===== src/rtl/hcbp_pkg.sv =====
package hcbp_pkg;

   // Field widths fixed by the interface.
   localparam int SYMBOL_W = 8;
   localparam int CODE_W   = 32;
   localparam int LEN_W    = 6;
   localparam int BYTE_W   = 8;

   // Pending bits held between items, and the widest packing word.
   localparam int ACC_W   = 7;
   localparam int VALUE_W = CODE_W + ACC_W;

   // Depth of the work queue between front and back.
   localparam int QUEUE_DEPTH = 4;
   localparam int QPTR_W      = $clog2(QUEUE_DEPTH);
   localparam int QCNT_W      = $clog2(QUEUE_DEPTH + 1);

   typedef enum logic [1:0] {
      CMD_LOAD   = 2'd0,
      CMD_ENCODE = 2'd1,
      CMD_FLUSH  = 2'd2
   } hcbp_cmd_type;

   // One unit of work for the back end: a masked code with its length, or a flush.
   typedef struct packed {
      logic              flush;
      logic [LEN_W-1:0]  len;
      logic [CODE_W-1:0] code;
   } hcbp_work_type;

endpackage


===== src/rtl/hcbp_queue.sv =====
module hcbp_queue
   import hcbp_pkg::*;
(
   input  logic          clock,
   input  logic          reset,
   input  logic          push_valid,
   input  hcbp_work_type push_data,
   output logic          push_ready,
   output logic          pop_valid,
   output hcbp_work_type pop_data,
   input  logic          pop_ready
);

   hcbp_work_type     entry_ff [QUEUE_DEPTH];
   logic [QPTR_W-1:0] wr_ptr_ff;
   logic [QPTR_W-1:0] wr_ptr_in;
   logic [QPTR_W-1:0] rd_ptr_ff;
   logic [QPTR_W-1:0] rd_ptr_in;
   logic [QCNT_W-1:0] count_ff;
   logic [QCNT_W-1:0] count_in;
   logic              do_push;
   logic              do_pop;

   assign push_ready = count_ff != QCNT_W'(QUEUE_DEPTH);
   assign pop_valid  = count_ff != '0;
   assign pop_data   = entry_ff[rd_ptr_ff];
   assign do_push    = push_valid && push_ready;
   assign do_pop     = pop_valid && pop_ready;

   // Entry storage.
   always_ff @(posedge clock) begin
      if (do_push) begin
         entry_ff[wr_ptr_ff] <= push_data;
      end
   end

   // Pointers and fill count.
   always_comb begin
      wr_ptr_in = do_push ? wr_ptr_ff + QPTR_W'(1) : wr_ptr_ff;
      rd_ptr_in = do_pop ? rd_ptr_ff + QPTR_W'(1) : rd_ptr_ff;
      count_in  = count_ff;
      if (do_push && !do_pop) begin
         count_in = count_ff + QCNT_W'(1);
      end else if (do_pop && !do_push) begin
         count_in = count_ff - QCNT_W'(1);
      end
   end

   always_ff @(posedge clock) begin
      if (reset) begin
         wr_ptr_ff <= '0;
         rd_ptr_ff <= '0;
         count_ff  <= '0;
      end else begin
         wr_ptr_ff <= wr_ptr_in;
         rd_ptr_ff <= rd_ptr_in;
         count_ff  <= count_in;
      end
   end

   // The fill count never passes the depth.
   a_count_bound: assert property (@(posedge clock) disable iff (reset)
      count_ff <= QCNT_W'(QUEUE_DEPTH))
      else $error("queue overfilled");

   // The pointers stay apart by the fill count, modulo the queue depth.
   a_ptr_count: assert property (@(posedge clock) disable iff (reset)
      QPTR_W'(wr_ptr_ff - rd_ptr_ff) == count_ff[QPTR_W-1:0])
      else $error("queue pointers out of step");

endmodule


===== config.mk =====
export PLATFORM = sky130hd
export DESIGN_NAME = hcbp_queue
export DESIGN_NICKNAME = d
export VERILOG_FILES = /design/src/rtl/hcbp_pkg.sv /design/src/rtl/hcbp_queue.sv
export SDC_FILE = /design/constraint.sdc
export NUM_CORES = 1
export LEC_CHECK = 0
export BUFFER_PORTS_ARGS = -buffer_cell sky130_fd_sc_hd__buf_2
export CAP_MARGIN = 0
export CORE_MARGIN = 1
export CORE_UTILIZATION = 50
export CTS_BUF_LIST = sky130_fd_sc_hd__clkbuf_4 sky130_fd_sc_hd__clkbuf_8 sky130_fd_sc_hd__clkbuf_16
export CTS_CLUSTER_DIAMETER = 150
export DETAILED_ROUTE_END_ITERATION = 12
export MAX_ROUTING_LAYER = met4
export PLACE_DENSITY = 0.71
export SYNTH_ARGS = -nofsm -noshare
export SYNTH_HDL_FRONTEND = slang
export SYNTH_SLANG_ARGS = --single-unit

===== constraint.sdc =====
create_clock -name clock -period 3.9 [get_ports clock]
set_input_delay 0.195 -clock clock [delete_from_list [all_inputs] [get_ports clock]]
set_output_delay 0.195 -clock clock [all_outputs]
set_load 0.005 [all_outputs]

==> results.md, run 1 <==
- Outcome: complete, but fails checks
- Violated checks: design-rule violations
- GRT Residual Overflow: 0
- Met2 Resource Use GR: between 20 and 30%
- Drt first pass iters: 8
- Fin crit share: 58.2%
- Worst hold endpoint: entry_ff[0][6]
- Total Die Area: 12,600 µm²
- Leading area contributor after synthesis: sky130_fd_sc_hd__edfxtp_1
- Worst-case register-to-register setup slack: around 1.7 ns
- Worst flop-to-flop path startpoint: count_ff[0]
- Slew at the pin closest to its max-slew limit: 1.07 ns
- Die Y-Extent: around 110 µm
- Grt met3 use: ~5.7%
- Final setup TNS: 0 ns
- Ranking of synthesized cells by area: sky130_fd_sc_hd__edfxtp_1, sky130_fd_sc_hd__mux4_2, sky130_fd_sc_hd__dfxtp_1
- Register clock-pin slew on the reported worst setup and hold paths: around 0.06 ns
- TritonCTS buffer count: 17
- Crit path max-delay cell type: sky130_fd_sc_hd__dfxtp_4
- Total Wirelength: a little under 10,000 µm
- Total number of vias: ~2,800
- Sequential element share of the synthesized area: around 80%
- R2R depth: 8
- Hold Path Cell Cnt: 1
- Startpoint types: flop
- Global-route wire length before repair: 15,100 µm
- Most common cell after layout, fill and taps aside: sky130_fd_sc_hd__edfxtp_1
- Routed length per placed instance: approximately 19 µm
- Number of antenna diodes: 0
- Final Core Density: 64.4%
- Relative slew slack: around 29%
- Area of the multi-input gates: 1150 µm²
- Element type at the critical path end: primary output
- Post-synth top area share: between 70% and 80%
- Hold path start: push_data[6]
- Cell chain of the critical path: mux4_2 > buf_2
- H-tree level count: 4
- Root Driver: sky130_fd_sc_hd__clkbuf_16
- DRC violation total after the first TritonRoute iteration: between 200 and 250
- Synth Instances: around 250
- Number of nets with antenna violations after routing: 0
- Initial Utilization: between 50% and 60%
- Terminus of the critical flop-to-flop path: count_ff[2]
- Combined area of all synthesized cells: just over 6000 µm²
- Nets@finish: around 420
- Number of antenna violations at the first check in global routing: 0
- Setup repair after global routing missed its margin: no
- Most frequent cells in the layout: sky130_fd_sc_hd__edfxtp_1, sky130_fd_sc_hd__buf_2, sky130_fd_sc_hd__mux4_2
- Final weighted congestion in routability-driven placement: slightly above 0.7
- DR DRC count: 6
- Number of distinct standard cells referenced by the synthesized netlist: 23
- Slowest Stage Delay on Critical Path: 0.87 ns
- Count of port buffers added during placement: 83
- Lkg Pwr: ~2.6 nW
- Critical path data required time: around 3.7 ns
- Clock tree from TritonCTS: built
- Buffer levels on the longest clock path: 2
- Layout area overhead: 23.0%
- Power Density: about 650 nW/µm²
- Half-perimeter wire length after placement: between 5000 and 6000 µm
- Final-report max-slew violation count: 0
- Site Rows: 39
- Die Width: around 110 µm
- Clock Sink Count: 165
- YS warnings: 0
- Total core area: roughly 12,000 µm²
- Met1 GRT Util: between 20% and 30%
- Sequential cell area: roughly 4900 µm²
- Setup Viol. Count Final: 0
- Via density: ~5.4
- Average footprint of a synthesized cell: 24.2 µm²
- Total of max-cap violations: 0
- Crit Path Category: reg2out
- Highest net fanout along the worst path: 39
- Number of inserted filler cells in the final layout: 804
- Top-level port count: 84
- Largest net degree at the start of global routing: 40
- Critical Path AT: between 2 and 2.5 ns
- Worst-case clock skew: roughly 0.010 ns
- Gr busiest metal: met2
- Endpoints failing hold: 0
- Via count of the first global-routing pass: between 2,000 and 3,000
- Maximum achievable frequency: 440 MHz
- Min-delay worst type: in2reg
- IR Drop Worst-Case VDD: about 440 µV
- Total nets after synthesis: 300
- Seq cells post-synth: 165
- Worst Hold Slack: a little over 0.01 ns
- Share of post-route cells with drive strength above 1: a little over two fifths
- Clock insertion delay at the later pin of the skew report: 0.41 ns
- Final period demand of the worst path: 2.27 ns
- GR Util All Layers: 17.2%
[cell usage after synthesis (all sizes together)]
library cell,n
a21boi,1
a21oi,1
and2,4
buf,6
clkbuf,3
dfxtp,9
edfxtp,156
fa,1
ha,5
inv,3
mux2,1
mux2i,2
mux4,39
nand2,1
nand2b,2
nor2,8
o21ai,1
o311ai,1
o31ai,1
or3,2
xor2,4
[per-layer routing]
| layer | routed length, µm | share of wire (%) | up-vias |
|---|---|---|---|
| met5 | 0 | 0 | - |
| met4 | 87 | 0.89 | 0 |
| met3 | 477 | 4.9 | 10 |
| met2 | 5010 | 51 | 85 |
| met1 | 4170 | 43 | 1429 |
| li1 | - | - | 1288 |
[sequential cells by signal (all words and copies together) (netlist names), named ones only]
signal     count
rd_ptr_ff      2
entry_ff     156
wr_ptr_ff      2
count_ff       3
[kinds of logic after synthesis]
logic type      share of synthesized area (%)
flops                                    80.0
mux                                      15.0
simple gates                             1.38
buf+inv                                  1.15
fa+ha+maj                                1.36
compound gates                          0.617
xor+xnor                                0.576
[where the power goes]
group,leakage [nW],switching [mW],internal [mW]
Combinational,0.772,0.343,0.517
Sequential,1.50,0.193,2.16
Clock,0.289,0.633,1.03
Total,2.57,1.17,3.71
[through the flow]
step / cell area, µm² / worst slack (ns) / cells / power, mW
floorplan: 6080 / 1.75 / 251 / 2.91
global placement: 6630 / 1.73 / 468 / 3.24
detailed placement: 6630 / 1.70 / 468 / 3.26
CTS: 7450 / 1.56 / 522 / 4.93
global route: 7480 / 1.49 / 525 / 5.08
finish: 7480 / 1.63 / 525 / 4.88
[what timing repair did]
item	in CTS	in global routing
setup endpoints to repair	0	0
hold endpoints to repair	82	10
setup buffers	0	0
gates resized for setup	0	0
hold buffers	22	3
[cell type report]
class,instances,area share [%]
Sequential cell,165,65.1
Multi-Input combinational cell,74,15.4
Timing Repair Buffer,108,8.90
Clock buffer,20,5.99
Tap cell,143,2.39
Clock inverter,12,2.04
Inverter,3,0.151
[critical path, delay by kind of cell, from the launching register on]
kind,cells,cell delay (ns)
buffers and inverters,1,0.15
DFF,1,0.87
muxes,1,0.63
[worst max path at each step]
stage / startpoint / to / cells past startpoint
floorplan: count_ff[0] / entry_ff[0][0] / 3
global placement: count_ff[0] / entry_ff[1][17] / 3
detailed placement: count_ff[0] / count_ff[2] / 8
CTS: flop / pop_data[2] / 2
global route: flop / pop_data[33] / 2
finish: flop / pop_data[33] / 2
Power figures use the tool's default switching activity.
==> run 2, diff against run 1 <==
- clock period: 3.9 -> 2.1 ns (I/O delays scaled with it)
==> run 2 against run 1 <==
The flow still finishes with violations (design-rule violations); sequential share of layout area decreased by 2.5 points; routed wire length increased by 9.1%; hold slack improved by 0.14 ns; cell count increased by 5.9%; die area unchanged; global-route usage increased by 2.0 points; largest cell class unchanged; highest routed layer unchanged.
==> results.md, run 2 (synthesis results as in run 1) <==
- Highest net fanout along the worst path: 6 (-85%)
- Top-level port count: 84 (unchanged)
- Layout area overhead: 28.0%
- Switch share: 24.8% (+0.83 points)
- Clock insertion delay at the later pin of the skew report: 0.41 ns (about the same)
- Worst path top cell family by delay: adder cells
- Largest net degree at the start of global routing: 31 (-23%)
- Sequential cell fraction of total power: 45.9% (-2.4 points)
- Crit path max-delay cell type: sky130_fd_sc_hd__fa_1
- Most frequent cells in the layout: sky130_fd_sc_hd__edfxtp_1, sky130_fd_sc_hd__buf_2, sky130_fd_sc_hd__dlygate4sd3_1
- Global-route wire length before repair: 16,900 µm (+12%)
- Worst flop-to-flop path startpoint: count_ff[0]
- Min-delay worst type: in2reg
- Nets@finish: 449 (+7.4%)
- DRC violation total after the first TritonRoute iteration: 182 (-19%)
- Drt first pass iters: 8 (unchanged)
- Critical Path AT: 2.36 ns (+0.28 ns)
- Internal portion of total power: 6.85 mW (+85%)
- Total of max-cap violations: 0 (unchanged)
- GRT Residual Overflow: 0 (unchanged)
- Number of flip-flops in the largest register: 156 (unchanged)
- R2R depth: 7 (-1)
- Setup Slack @ Placement: -0.0948 ns (-1.79 ns)
- Worst-case register-to-register setup slack: 0.08 ns (-1.62 ns)
- Non-filler cells, final: 556 (+5.9%)
- Buffers & Inverters on Critical Path: 1 (unchanged)
- Final weighted congestion in routability-driven placement: 0.699 (-2.5%)
- Cell Count Post-Placement: 483 (+3.2%)
- TritonCTS buffer count: 17 (unchanged)
- Combinational power share: 22.0% (+4.4 points)
- Lkg Pwr: 2.71 nW (+5.4%)
- Number of nets with antenna violations after routing: 0 (unchanged)
- Buffer levels on the longest clock path: 2 (unchanged)
- H-tree level count: 4 (unchanged)
- Violated checks: design-rule violations
- Registers with the most flip-flops: entry_ff x156, count_ff x3
- Critical path data required time: 2.44 ns (-1.26 ns)
- Hold Path Cell Cnt: 5 (+4)
- Final Core Density: 67.0% (+2.6 points)
- Relative slew slack: 70.6% (+42 points)
- Largest register by flop count: entry_ff
- Root Driver: sky130_fd_sc_hd__clkbuf_16
- Share of post-route cells with drive strength above 1: 43.6% (+1.4 points)
- Crit Path Category: reg2reg
- Total Die Area: 12,600 µm² (unchanged)
- Switching Power: 2.26 mW (+93%)
- Fin crit share: 96.0%
- DR DRC count: 6 (unchanged)
- Terminus of the critical flop-to-flop path: count_ff[2]
- Outcome: complete, but fails checks
- Final-report max-slew violation count: 0 (unchanged)
- Half-perimeter wire length after placement: 6530 µm (+18%)
- Site Rows: 39 (unchanged)
- Hold path start: pop_ready
- Power Density: 1170 nW/µm² (+80%)
- Via density: 5.38 (+0.44%)
- Register clock-pin slew on the reported worst setup and hold paths: 0.06 ns (about the same)
- Clock network power share: 32.1% (-2.0 points)
- Final period demand of the worst path: roughly 2.0 ns
- Routed length per placed instance: 19.1 µm (+3.0%)
- Clock Sink Count: 165 (unchanged)
- Total number of vias: 2,991 (+6.4%)
- Slowest Stage Delay on Critical Path: 0.38 ns (-0.49 ns)
- Slew at the pin closest to its max-slew limit: 0.436 ns (-0.630 ns)
- Via count of the first global-routing pass: 3,168 (+7.6%)
- Setup Viol. Count Final: 0 (unchanged)
- Most common cell after layout, fill and taps aside: sky130_fd_sc_hd__edfxtp_1
- Initial Utilization: 52.4% (unchanged)
- Post-route setup slack: 0.0844 ns (-1.54 ns)
- Cell chain of the critical path: o31ai_4 > ha_2 > inv_1 > fa_1 > xor2_1 > or3_1 > a21oi_1
- Startpoint types: flop
- Number of antenna diodes: 0 (unchanged)
- Worst-case clock skew: 0.00719 ns (-0.00318 ns)
- Element type at the critical path end: flop
- Total core area: 11,600 µm² (unchanged)
- Maximum achievable frequency: between 400 and 500 MHz
- Clock tree from TritonCTS: built
- IR Drop Worst-Case VDD: 656 µV (+48%)
- Die Y-Extent: 112 µm (unchanged)
- Endpoints failing hold: 0 (unchanged)
- GR Util All Layers: 19.2% (+2.0 points)
- Die Width: 112 µm (unchanged)
- Worst Hold Slack: 0.148 ns (+0.138 ns)
- Total Wirelength: 10,600 µm (+9.1%)
- Number of antenna violations at the first check in global routing: 0 (unchanged)
- Count of port buffers added during placement: 83 (unchanged)
[run 2: cell types whose count changed in the layout (fill, tap and decap cells not counted), moves of 2 or more]
cell,delta
sky130_fd_sc_hd__inv_6,-3
sky130_fd_sc_hd__clkbuf_4,-3
sky130_fd_sc_hd__buf_4,+12
sky130_fd_sc_hd__dlygate4sd3_1,+15
sky130_fd_sc_hd__clkinv_4,+2
sky130_fd_sc_hd__clkinv_2,+3
sky130_fd_sc_hd__dfxtp_1,-2
sky130_fd_sc_hd__buf_12,+4
[run 2: stage by stage]
stage | TNS [ns] | instance area (µm²) | power (mW)
finish | 0 | 7790 | 9.11
global route | -0.00292 | 7790 | 9.51
CTS | 0 | 7760 | 9.19
detailed placement | -0.0948 | 6790 | 6.21
global placement | 0 | 6790 | 6.14
floorplan | 0 | 6090 | 5.39
[run 2: how the worst max path moves through the flow]
stage,startpoint,endpoint,slack [ns],depth (start not counted)
global placement,count_ff[0],count_ff[2],0.12,7
detailed placement,count_ff[0],count_ff[2],-0.09,7
global route,count_ff[0],count_ff[2],-0.003,7
finish,count_ff[0],count_ff[2],0.08,7
floorplan,count_ff[0],count_ff[2],0.08,8
CTS,count_ff[1],count_ff[2],0.01,7
[run 2: layer usage]
layer | track usage (%) | up-vias | share of wire (%)
met5 | - | - | 0
met4 | 7.20 | 0 | 1.4
met3 | 4.54 | 10 | 3.4
met2 | 31.0 | 72 | 53
met1 | 23.9 | 1555 | 42
li1 | - | 1354 | -
[run 2: power groups by stage]
stage	Combinational (mW)	Clock, mW	Sequential [mW]
6_report	2.00	2.93	4.19
5_1_grt	2.17	3.11	4.23
4_1_cts	2.03	2.98	4.19
3_5_place_dp	1.96	0	4.25
3_3_place_gp	1.92	0	4.22
2_1_floorplan	1.24	0	4.15
[run 2: worst reg2reg max path: stages (launching register included)]
cell                      delay, ns
sky130_fd_sc_hd__dfxtp_4       0.37
sky130_fd_sc_hd__o31ai_4       0.25
sky130_fd_sc_hd__ha_2          0.23
sky130_fd_sc_hd__inv_1         0.05
sky130_fd_sc_hd__fa_1          0.38
sky130_fd_sc_hd__xor2_1        0.18
sky130_fd_sc_hd__or3_1         0.31
sky130_fd_sc_hd__a21oi_1       0.17
[run 2: timing repair]
| item | in CTS | in global routing |
|---|---|---|
| hold endpoints to repair | 163 | 0 |
| resized for setup | 2 | 4 |
| pin swaps | 0 | 1 |
| buffers inserted | 0 | 1 |
| setup endpoints to repair | 1 | 1 |
| hold buffers | 40 | 0 |
[run 2: layout make-up]
class,count,area [µm²]
Clock buffer,17,425
Clock inverter,15,140
Fill cell,767,3830
Inverter,3,11.3
Multi-Input combinational cell,74,1170
Sequential cell,165,4870
Tap cell,143,179
Timing Repair Buffer,139,986
