### config.mk
export PLATFORM = sky130hd
export DESIGN_NAME = hcbp_back
export DESIGN_NICKNAME = d
export VERILOG_FILES = /design/src/rtl/hcbp_pkg.sv /design/src/rtl/hcbp_back.sv
export SDC_FILE = /design/constraint.sdc
export NUM_CORES = 1
export LEC_CHECK = 0
export BUFFER_PORTS_ARGS = -buffer_cell sky130_fd_sc_hd__buf_2
export CAP_MARGIN = 40
export CORE_ASPECT_RATIO = 1.25
export CORE_MARGIN = 4
export CORE_UTILIZATION = 47
export DETAILED_ROUTE_END_ITERATION = 8
export GPL_ROUTABILITY_DRIVEN = 0
export GPL_TIMING_DRIVEN = 1
export PLACE_DENSITY = 0.68
export SLEW_MARGIN = 20
export SYNTH_ARGS = -nofsm -noshare
export SYNTH_HDL_FRONTEND = slang
export SYNTH_SLANG_ARGS = --single-unit
export TNS_END_PERCENT = 10
### constraint.sdc
create_clock -name clock -period 3.05 [get_ports clock]
set_input_delay 0.305 -clock clock [delete_from_list [all_inputs] [get_ports clock]]
set_output_delay 0.305 -clock clock [all_outputs]
set_load 0.01 [all_outputs]
### src/rtl/hcbp_pkg.sv
package hcbp_pkg;

   // Field widths fixed by the interface.
   localparam int SYMBOL_W = 8;
   localparam int CODE_W   = 32;
   localparam int LEN_W    = 6;
   localparam int BYTE_W   = 8;

   // Pending bits held between items, and the widest packing word.
   localparam int ACC_W   = 7;
   localparam int VALUE_W = CODE_W + ACC_W;

   // Depth of the work queue between front and back.
   localparam int QUEUE_DEPTH = 4;
   localparam int QPTR_W      = $clog2(QUEUE_DEPTH);
   localparam int QCNT_W      = $clog2(QUEUE_DEPTH + 1);

   typedef enum logic [1:0] {
      CMD_LOAD   = 2'd0,
      CMD_ENCODE = 2'd1,
      CMD_FLUSH  = 2'd2
   } hcbp_cmd_type;

   // One unit of work for the back end: a masked code with its length, or a flush.
   typedef struct packed {
      logic              flush;
      logic [LEN_W-1:0]  len;
      logic [CODE_W-1:0] code;
   } hcbp_work_type;

endpackage

### src/rtl/hcbp_back.sv
module hcbp_back
   import hcbp_pkg::*;
(
   input  logic              clock,
   input  logic              reset,
   input  logic              pop_valid,
   input  hcbp_work_type     pop_data,
   output logic              pop_ready,
   output logic              rsp_valid,
   input  logic              rsp_stall,
   output logic [BYTE_W-1:0] rsp_out_byte,
   output logic              rsp_last
);

   localparam int TOTAL_W = $clog2(VALUE_W + 1);

   logic [VALUE_W-1:0] value_ff;
   logic [VALUE_W-1:0] value_in;
   logic [TOTAL_W-1:0] total_ff;
   logic [TOTAL_W-1:0] total_in;
   logic               rsp_valid_ff;
   logic               rsp_valid_in;
   logic [BYTE_W-1:0]  rsp_byte_ff;
   logic [BYTE_W-1:0]  rsp_byte_in;
   logic               rsp_last_ff;
   logic               rsp_last_in;

   logic               out_free;
   logic               has_byte;
   logic               emit_full;
   logic               emit_flush;
   logic               take;
   logic [2:0]         pend;
   logic [ACC_W-1:0]   acc;
   logic [VALUE_W-1:0] shifted;
   logic [BYTE_W-1:0]  flush_byte;

   // The output register frees when empty or when its byte is transferred.
   assign out_free = !rsp_valid_ff || !rsp_stall;
   assign has_byte = total_ff >= TOTAL_W'(BYTE_W);
   assign pend     = total_ff[2:0];
   assign acc      = value_ff[ACC_W-1:0] & ~(ACC_W'({ACC_W{1'b1}}) << pend);

   // New work is taken only once all whole bytes have left; a flush also needs the output.
   assign pop_ready  = !has_byte && (!pop_data.flush || out_free);
   assign take       = pop_valid && pop_ready;
   assign emit_full  = has_byte && out_free;
   assign emit_flush = take && pop_data.flush && (pend != '0);

   assign shifted    = value_ff >> (total_ff - TOTAL_W'(BYTE_W));
   assign flush_byte = BYTE_W'({1'b0, acc} << (4'd8 - {1'b0, pend}));

   // Packing word and pending bit count.
   always_comb begin
      value_in = value_ff;
      total_in = total_ff;
      if (emit_full) begin
         total_in = total_ff - TOTAL_W'(BYTE_W);
      end else if (take && pop_data.flush) begin
         total_in = '0;
      end else if (take) begin
         value_in = (VALUE_W'(acc) << pop_data.len) | VALUE_W'(pop_data.code);
         total_in = TOTAL_W'(pend) + TOTAL_W'(pop_data.len);
      end
   end

   // Output register.
   always_comb begin
      rsp_valid_in = rsp_valid_ff && rsp_stall;
      rsp_byte_in  = rsp_byte_ff;
      rsp_last_in  = rsp_last_ff;
      if (emit_full) begin
         rsp_valid_in = 1'b1;
         rsp_byte_in  = shifted[BYTE_W-1:0];
         rsp_last_in  = total_ff < TOTAL_W'(2 * BYTE_W);
      end else if (emit_flush) begin
         rsp_valid_in = 1'b1;
         rsp_byte_in  = flush_byte;
         rsp_last_in  = 1'b1;
      end
   end

   always_ff @(posedge clock) begin
      if (reset) begin
         total_ff     <= '0;
         value_ff     <= '0;
         rsp_valid_ff <= 1'b0;
      end else begin
         total_ff     <= total_in;
         value_ff     <= value_in;
         rsp_valid_ff <= rsp_valid_in;
      end
   end

   always_ff @(posedge clock) begin
      rsp_byte_ff <= rsp_byte_in;
      rsp_last_ff <= rsp_last_in;
   end

   assign rsp_valid    = rsp_valid_ff;
   assign rsp_out_byte = rsp_byte_ff;
   assign rsp_last     = rsp_last_ff;

   // A byte marked last leaves fewer than eight bits pending.
   a_last_drains: assert property (@(posedge clock) disable iff (reset)
      (emit_full && rsp_last_in) |=> (total_ff < TOTAL_W'(BYTE_W)))
      else $error("bytes left after last");

   // The pending bit count never exceeds one code plus seven bits.
   a_total_bound: assert property (@(posedge clock) disable iff (reset)
      total_ff <= TOTAL_W'(VALUE_W))
      else $error("pending bit count out of range");

endmodule

==> results of run 1 <==
## worst paths after layout
path | from | end | slack (ns)
hold reg to reg | value_ff[31] | value_ff[31] | 0.55
setup / recovery | total_ff[1] | value_ff[37] | 0.54
hold / removal | pop_data[5] | value_ff[5] | 0.23
setup reg to reg | total_ff[1] | value_ff[37] | 0.54
## layout by cell type (no fill, tap or decap), types with 4 or more instances in the layout
cell type,instances
sky130_fd_sc_hd__mux4_2,18
sky130_fd_sc_hd__nand2_1,41
sky130_fd_sc_hd__and2_1,4
sky130_fd_sc_hd__nor3b_1,7
sky130_fd_sc_hd__o21ai_0,58
sky130_fd_sc_hd__buf_2,53
sky130_fd_sc_hd__nand4_1,5
sky130_fd_sc_hd__o21a_1,5
sky130_fd_sc_hd__nand2b_1,6
sky130_fd_sc_hd__ha_1,9
sky130_fd_sc_hd__mux2_2,7
sky130_fd_sc_hd__buf_4,17
sky130_fd_sc_hd__inv_1,10
sky130_fd_sc_hd__nor2_1,43
sky130_fd_sc_hd__a22oi_1,6
sky130_fd_sc_hd__a31oi_1,17
sky130_fd_sc_hd__dfxtp_1,44
sky130_fd_sc_hd__nand3b_1,5
sky130_fd_sc_hd__clkbuf_16,5
sky130_fd_sc_hd__nand3_1,17
sky130_fd_sc_hd__mux2i_1,35
sky130_fd_sc_hd__a21oi_1,53
sky130_fd_sc_hd__o211ai_1,9
sky130_fd_sc_hd__a21o_1,4
sky130_fd_sc_hd__mux4_1,14
sky130_fd_sc_hd__nor3_1,9
sky130_fd_sc_hd__or3_1,4
sky130_fd_sc_hd__o22ai_1,5
sky130_fd_sc_hd__o221ai_1,5
sky130_fd_sc_hd__a211oi_1,11
sky130_fd_sc_hd__and3_1,5
sky130_fd_sc_hd__edfxtp_1,9
sky130_fd_sc_hd__a311oi_1,5
## cell type report
| cell class | instances | share of cell area |
|---|---|---|
| multi-input cells | 450 | 0.6327 |
| flip-flops and latches | 55 | 0.2185 |
| repair buffers | 73 | 0.08198 |
| well taps | 129 | 0.02954 |
| clock buffers | 5 | 0.02290 |
| inverters | 14 | 0.009618 |
| clock inverters | 3 | 0.004809 |
## tightest hold or removal path, cell delays in order
cell and delay (ns):
sky130_fd_sc_hd__buf_2 0.08, sky130_fd_sc_hd__a31oi_1 0.06, sky130_fd_sc_hd__o21ai_0 0.07
## state kept, by name, summed over array words and instances, names as in the netlist
name,count
total_ff,6
value_ff,39
rsp_out_byte,8
rsp_last,1
rsp_valid,1
## per-stage QoR
step	power (W)	cell area, um^2
5_1_grt	0.003822	5464
4_1_cts	0.003580	5464
3_5_place_dp	0.002960	5313
2_1_floorplan	0.002414	4949
3_3_place_gp	0.002912	5298
6_report	0.003608	5464
## kinds of logic after synthesis
group                      Yosys count  synth area share
xor gates and xnor gates             5          0.008851
and+or+nand+nor                    162            0.1714
DFF                                 55            0.2407
buffers and inverters               63           0.06068
AOI/OAI and AO/OA                  199            0.2485
adders and majority gates           10           0.02680
muxes                               74            0.2430
## layer usage
metal	part of all wire	routed length [um]	vias to the layer above
met3	0.072	1170	60
met4	0.052	835	0
li1	-	-	2274
met1	0.39	6318	2365
met2	0.48	7821	282
met5	0	0	-
## power groups by stage
stage	Clock, W	Combinational (W)	Sequential, W
2_1_floorplan	0	0.00129	0.00113
3_3_place_gp	0	0.00173	0.00118
3_5_place_dp	0	0.00177	0.00119
4_1_cts	0.000628	0.00178	0.00117
5_1_grt	0.000663	0.00195	0.00121
6_report	0.000623	0.00180	0.00118
==> results.md, run 1 <==
- Setup repair bufs after CTS: 0
- Met1 track demand over resource: 0.3216
- Final count of pins violating max slew: 0
- Die W: 99.78 um
- IO Count: 54
- Number of global-route vias before repair: 4822
- Root buffer cell: sky130_fd_sc_hd__clkbuf_16
- Worst hold path depth: 3
- CTS H-tree lvls: 2
- Critical path data required time: 3.28 ns
- Setup repair after global routing missed its margin: no
- Top area cells in the synthesized netlist: sky130_fd_sc_hd__dfxtp_1, sky130_fd_sc_hd__mux4_2, sky130_fd_sc_hd__mux4_1
- Multi-input combinational cell area: 3457 um^2
- Area overhead of the layout relative to synthesis: 10.42%
- Gate count after technology mapping: 568
- Switching component of the power: 0.001562 W
- Initial Utilization: 0.4847
- Sequential cell area fraction in the yosys report: 0.2407
- Final core occ: 0.5352
- Combinational power share: 0.499
- Largest area contributor in the netlist: sky130_fd_sc_hd__dfxtp_1
- Vias after detailed routing: 4981
- Number of buffers and inverters on the critical path: 1
- LEAKAGE: 2.057 nW
- Final-report setup violation count: 0
- Reg2Reg Depth: 7
- Final nets: 652
- Antenna violations before repair: 0
- Post-synthesis instance area: 4948 um^2
- Overall overflow remaining after global route: 0
- Type of the worst setup path: reg2reg
- Count of hold-fix buffers inserted at cts: 0
- Period minus WS final: 2.510 ns
- Worst-Skew Late Latency: 0.31 ns
- Slowest cell on the critical path: sky130_fd_sc_hd__dfxtp_2
- Global-route wire length before repair: 25570 um
- Largest stage delay on the critical path: 0.53 ns
- Share of total power in sequential cells: 0.328
- Sequential Area: 1194 um^2
- Top-area cell type share of the netlist area: 0.1861
- Part of the cycle the worst path needs: 0.8229
- Drt wl/cell: 22.15 um
- Class of the tightest hold or removal check: in2reg
- Share of post-route cells with drive strength above 1: 0.1917
- Sw Ratio: 0.4329
- Share of async-settable or async-resettable flops after synthesis: 0
- Ratio of routed vias to standard cells: 6.833
- Number of filler instances in the final layout: 988
- Port Buf Inserts: 53
- Clock Skews: 0.01157 ns
- First drt pass iteration count: 5
- Remaining DRCs: 0
- Yosys reg bits: 55
- TritonCTS clock tree: built
- Longest Clk Path Bufs: 2
- Run status: complete, no violations
- Total routing usage reported by global routing: 0.2670
- Global routing usage on met3: 0.04491
- Number of failing hold endpoints at the final stage: 0
- Die area: 12240 um^2
- Sum of net half-perimeters after detailed placement: 12250 um
- Cts repair resizes: 0
- Clk slew on worst S/H paths: 0.08 ns
- Cell with the most instances after synthesis: sky130_fd_sc_hd__o21ai_0
- Number of rows in the core area: 41
- Launching element type of the critical path: register
- Warning count from the yosys run: 0
- Number of buffers created by CTS: 5
- Met2 usage in global routing: 0.4512
- Core Area: 10210 um^2
- Final setup TNS: 0 ns
- Critical path depth: 7
- Ordered cell list for the critical path: buf_4 > ha_1 > and3_1 > nand3_1 > o31a_1 > a21boi_0 > a211oi_1
- Y dimension of the die: 122.7 um
- Fmax: 0.3984 GHz
- Top fanout value on the critical path: 17
- Final wirelength: 16150 um
- Worst setup slack after layout: 0.5402 ns
- Post-synth EDFFs: 9
- Worst path arrival time: 2.74 ns
- Top delay family on crit path: compound AO/OA/AOI/OAI gates
- Clock network fraction of total power: 0.173
- Busiest metal layer after global routing: met2
- Number of cells after detailed placement: 721
- Detail Route Antenna Nets: 0
- Per-instance average area after synthesis: 8.712 um^2
- Number of design-rule violations left by the first detailed-router iteration: 428
- CTS sink cnt: 55
- Power density of the placed cells: 660.3 nW/um^2
- Tightest Pin Transition: 0.8427 ns
- Setup slack after placement: 0.5839 ns
- Worst hold margin: 0.2303 ns
- Max-capacitance violation count: 0
- Maximum VDD drop: 0.0003393 V
- Diode count: 0
- Count of non-filler cells in the finished layout: 729
- Largest net degree at the start of global routing: 64
- Internal power of the cells: 0.002046 W
- Number of distinct standard cells referenced by the synthesized netlist: 66
- Endpoint class of the critical path: register
- Rel. slew slack: 0.4361
- Most used standard cells in the synthesized netlist: sky130_fd_sc_hd__o21ai_0, sky130_fd_sc_hd__a21oi_1, sky130_fd_sc_hd__dfxtp_1
- Top FF cell, synth: sky130_fd_sc_hd__dfxtp_1
- Mapped Nets: 621
(Power assumes the default switching activity.)
==> run 2, diff against run 1 <==
--- a/config.mk
+++ b/config.mk
@@ -13,7 +13,7 @@
 export DETAILED_ROUTE_END_ITERATION = 8
 export GPL_ROUTABILITY_DRIVEN = 0
 export GPL_TIMING_DRIVEN = 1
-export PLACE_DENSITY = 0.68
+export PLACE_DENSITY = 0.71
 export SLEW_MARGIN = 20
 export SYNTH_ARGS = -nofsm -noshare
 export SYNTH_HDL_FRONTEND = slang
==> constraint.sdc (replaced) <==
create_clock -name clock -period 2.25 [get_ports clock]
set_input_delay 0.225 -clock clock [delete_from_list [all_inputs] [get_ports clock]]
set_output_delay 0.225 -clock clock [all_outputs]
set_load 0.01 [all_outputs]
==> run 2 against run 1 <==
Against the previous run: global-route usage increased by 0.44 points; fmax grew 14%; highest routed layer unchanged; power up 44%; combinational power rose by 52%; largest cell class unchanged; utilization is 3.6 points higher; clock power rose by 37%; final cell count is 4.4% higher; sequential power rose by 36%; count of clock-buffer cells in the layout unchanged.
==> results.md, run 2 (synthesis gave the netlist of run 1 again) <==
- Tightest Pin Transition: 0.5468 ns (-0.2959 ns)
- Slowest cell on the critical path: sky130_fd_sc_hd__mux4_1
- Setup repair after global routing missed its margin: yes
- Sum of net half-perimeters after detailed placement: 12600 um (+2.9%)
- Final-report setup violation count: 0 (unchanged)
- Endpoint class of the critical path: register
- Overall overflow remaining after global route: 0 (unchanged)
- Number of failing hold endpoints at the final stage: 0 (unchanged)
- IO Count: 54 (unchanged)
- TritonCTS clock tree: built
- First drt pass iteration count: 5 (unchanged)
- Number of filler instances in the final layout: 892 (-9.7%)
- Drt wl/cell: 21.70 um (-2.0%)
- Share of post-route cells with drive strength above 1: 0.2611 (+0.06941)
- Sequential Area: 1199 um^2 (+0.42%)
- Period minus WS final: 2.209 ns (-0.3012 ns)
- Setup slack after placement: 0.005450 ns (-0.5784 ns)
- Power density of the placed cells: 890.2 nW/um^2 (+35%)
- Launching element type of the critical path: register
- Maximum VDD drop: 0.0004291 V (+26%)
- Port Buf Inserts: 53 (unchanged)
- Worst setup slack after layout: 0.04140 ns (-0.4988 ns)
- Max-capacitance violation count: 0 (unchanged)
- CTS sink cnt: 55 (unchanged)
- Largest register FFs: 39 (unchanged)
- Rel. slew slack: 0.6341 (+0.1980)
- Detail Route Antenna Nets: 0 (unchanged)
- CTS H-tree lvls: 2 (unchanged)
- Critical path data required time: 2.31 ns (-0.97 ns)
- Type of the worst setup path: reg2reg
- Diode count: 0 (unchanged)
- Final nets: 684 (+4.9%)
- Die W: 99.78 um (unchanged)
- Y dimension of the die: 122.7 um (unchanged)
- Top delay family on crit path: multiplexers
- Clock Skews: 0.009413 ns (-0.002158 ns)
- Number of buffers and inverters on the critical path: 1 (unchanged)
- Remaining DRCs: 0 (unchanged)
- Die area: 12240 um^2 (unchanged)
- Worst-Skew Late Latency: 0.30 ns (about the same)
- Launching instance or port of the critical path: total_ff[0]
- Clk slew on worst S/H paths: 0.08 ns (about the same)
- Final count of pins violating max slew: 0 (unchanged)
- Antenna violations before repair: 0 (unchanged)
- LEAKAGE: 2.232 nW (+8.5%)
- Most used cell, CP: sky130_fd_sc_hd__mux2i_1
- Multi-input combinational cell area: 3516 um^2 (+1.7%)
- Largest stage delay on the critical path: 0.54 ns (about the same)
- Part of the cycle the worst path needs: 0.9816 (+0.1587)
- Longest Clk Path Bufs: 2 (unchanged)
- Top fanout value on the critical path: 10 (-7)
- Largest register by flop count: value_ff
- Largest net degree at the start of global routing: 46 (-28%)
- Met1 track demand over resource: 0.3258 (+0.004194)
- Class of the tightest hold or removal check: in2reg
- Fmax: 0.4528 GHz (+14%)
- Number of cells after detailed placement: 752 (+4.3%)
- Global routing usage on met3: 0.03980 (-0.005117)
- Count of hold-fix buffers inserted at cts: 0 (unchanged)
- Leading cell type in the layout, fill and taps excluded: sky130_fd_sc_hd__o21ai_0
- Worst path arrival time: 2.27 ns (-0.47 ns)
- Number of design-rule violations left by the first detailed-router iteration: 493 (+15%)
- Global-route wire length before repair: 26140 um (+2.2%)
- Ordered cell list for the critical path: buf_12 > mux4_1 > mux2i_1 > mux2i_1 > mux2_2 > a211o_1
- Ratio of routed vias to standard cells: 6.757 (-1.1%)
- Root buffer cell: sky130_fd_sc_hd__clkbuf_16
- Most used cells in the layout excluding fill and tap cells: sky130_fd_sc_hd__o21ai_0, sky130_fd_sc_hd__buf_2, sky130_fd_sc_hd__a21oi_1
- Area overhead of the layout relative to synthesis: 17.90%
- Number of buffers created by CTS: 5 (unchanged)
- Beginning of the worst register-to-register path: total_ff[0]
- Total routing usage reported by global routing: 0.2714 (+0.004421)
- Busiest metal layer after global routing: met2
- Hold_sp: pop_data[23]
- Initial Utilization: 0.4847 (unchanged)
- Final wirelength: 16510 um (+2.3%)
- Run status: complete, no violations
- Number of rows in the core area: 41 (unchanged)
- Met2 usage in global routing: 0.4549 (+0.003756)
- Vias after detailed routing: 5142 (+3.2%)
- Number of global-route vias before repair: 4883 (+1.3%)
- Core Area: 10210 um^2 (unchanged)
- Count of non-filler cells in the finished layout: 761 (+4.4%)
run 2: cell count changes in the layout (fill, tap and decap cells not counted), sizes merged:
cell,delta
inv,+1
bufbuf,+1
buf,+31
clkinv,-2
clkinvlp,+1
run 2: final timing paths:
check	end	slack (ns)	depth (start not counted)
max	rsp_out_byte[4]	0.04	6
min	value_ff[23]	0.15	3
max reg2reg	rsp_out_byte[4]	0.04	6
min reg2reg	value_ff[38]	0.54	2
run 2: layout make-up:
type | instances | share of cell area
sequential | 55 | 0.2054
multi-input combinational | 450 | 0.6026
inverter | 14 | 0.01008
clock inverter | 3 | 0.004932
tap | 129 | 0.02766
clock buffer | 5 | 0.02145
timing repair buffer | 105 | 0.1278
run 2: stage by stage:
| stage | hold WS, ns | total power [W] | cell area (um^2) | TNS, ns | util |
|---|---|---|---|---|---|
| floorplan | 0.3596 | 0.003323 | 5029 | -0.7476 | - |
| detailed placement | 0.4581 | 0.004237 | 5620 | 0 | 0.5506 |
| global placement | 0.4571 | 0.004167 | 5605 | 0 | 0.5491 |
| CTS | 0.1457 | 0.005110 | 5806 | 0 | 0.5687 |
| global route | 0.1506 | 0.005478 | 5834 | -0.1085 | 0.5715 |
| finish | 0.1452 | 0.005194 | 5834 | 0 | 0.5715 |
run 2: report_power, final:
part | internal [W] | total [W] | switching (W) | leakage, nW
Combinational | 0.00125 | 0.00273 | 0.00148 | 1.69
Sequential | 0.00130 | 0.00161 | 0.000306 | 0.469
Clock | 0.000431 | 0.000855 | 0.000424 | 0.0767
Total | 0.00299 | 0.00519 | 0.00221 | 2.23
run 2: metal layers:
layer	vias up	share of wire
met1	2430	0.38
met2	319	0.49
met3	63	0.079
li1	2330	-
met5	-	0
met4	0	0.054
run 2: worst min-delay path, cell delays in order:
cell	delay, ns
sky130_fd_sc_hd__buf_2	0.07
sky130_fd_sc_hd__a31oi_1	0.06
sky130_fd_sc_hd__o21ai_0	0.06
run 2: what timing repair did:
item / in CTS / in global routing
resized for setup: 2 / 10
setup buffers: 0 / 0
cloned: 1 / 0
setup endpoints to repair: 1 / 9
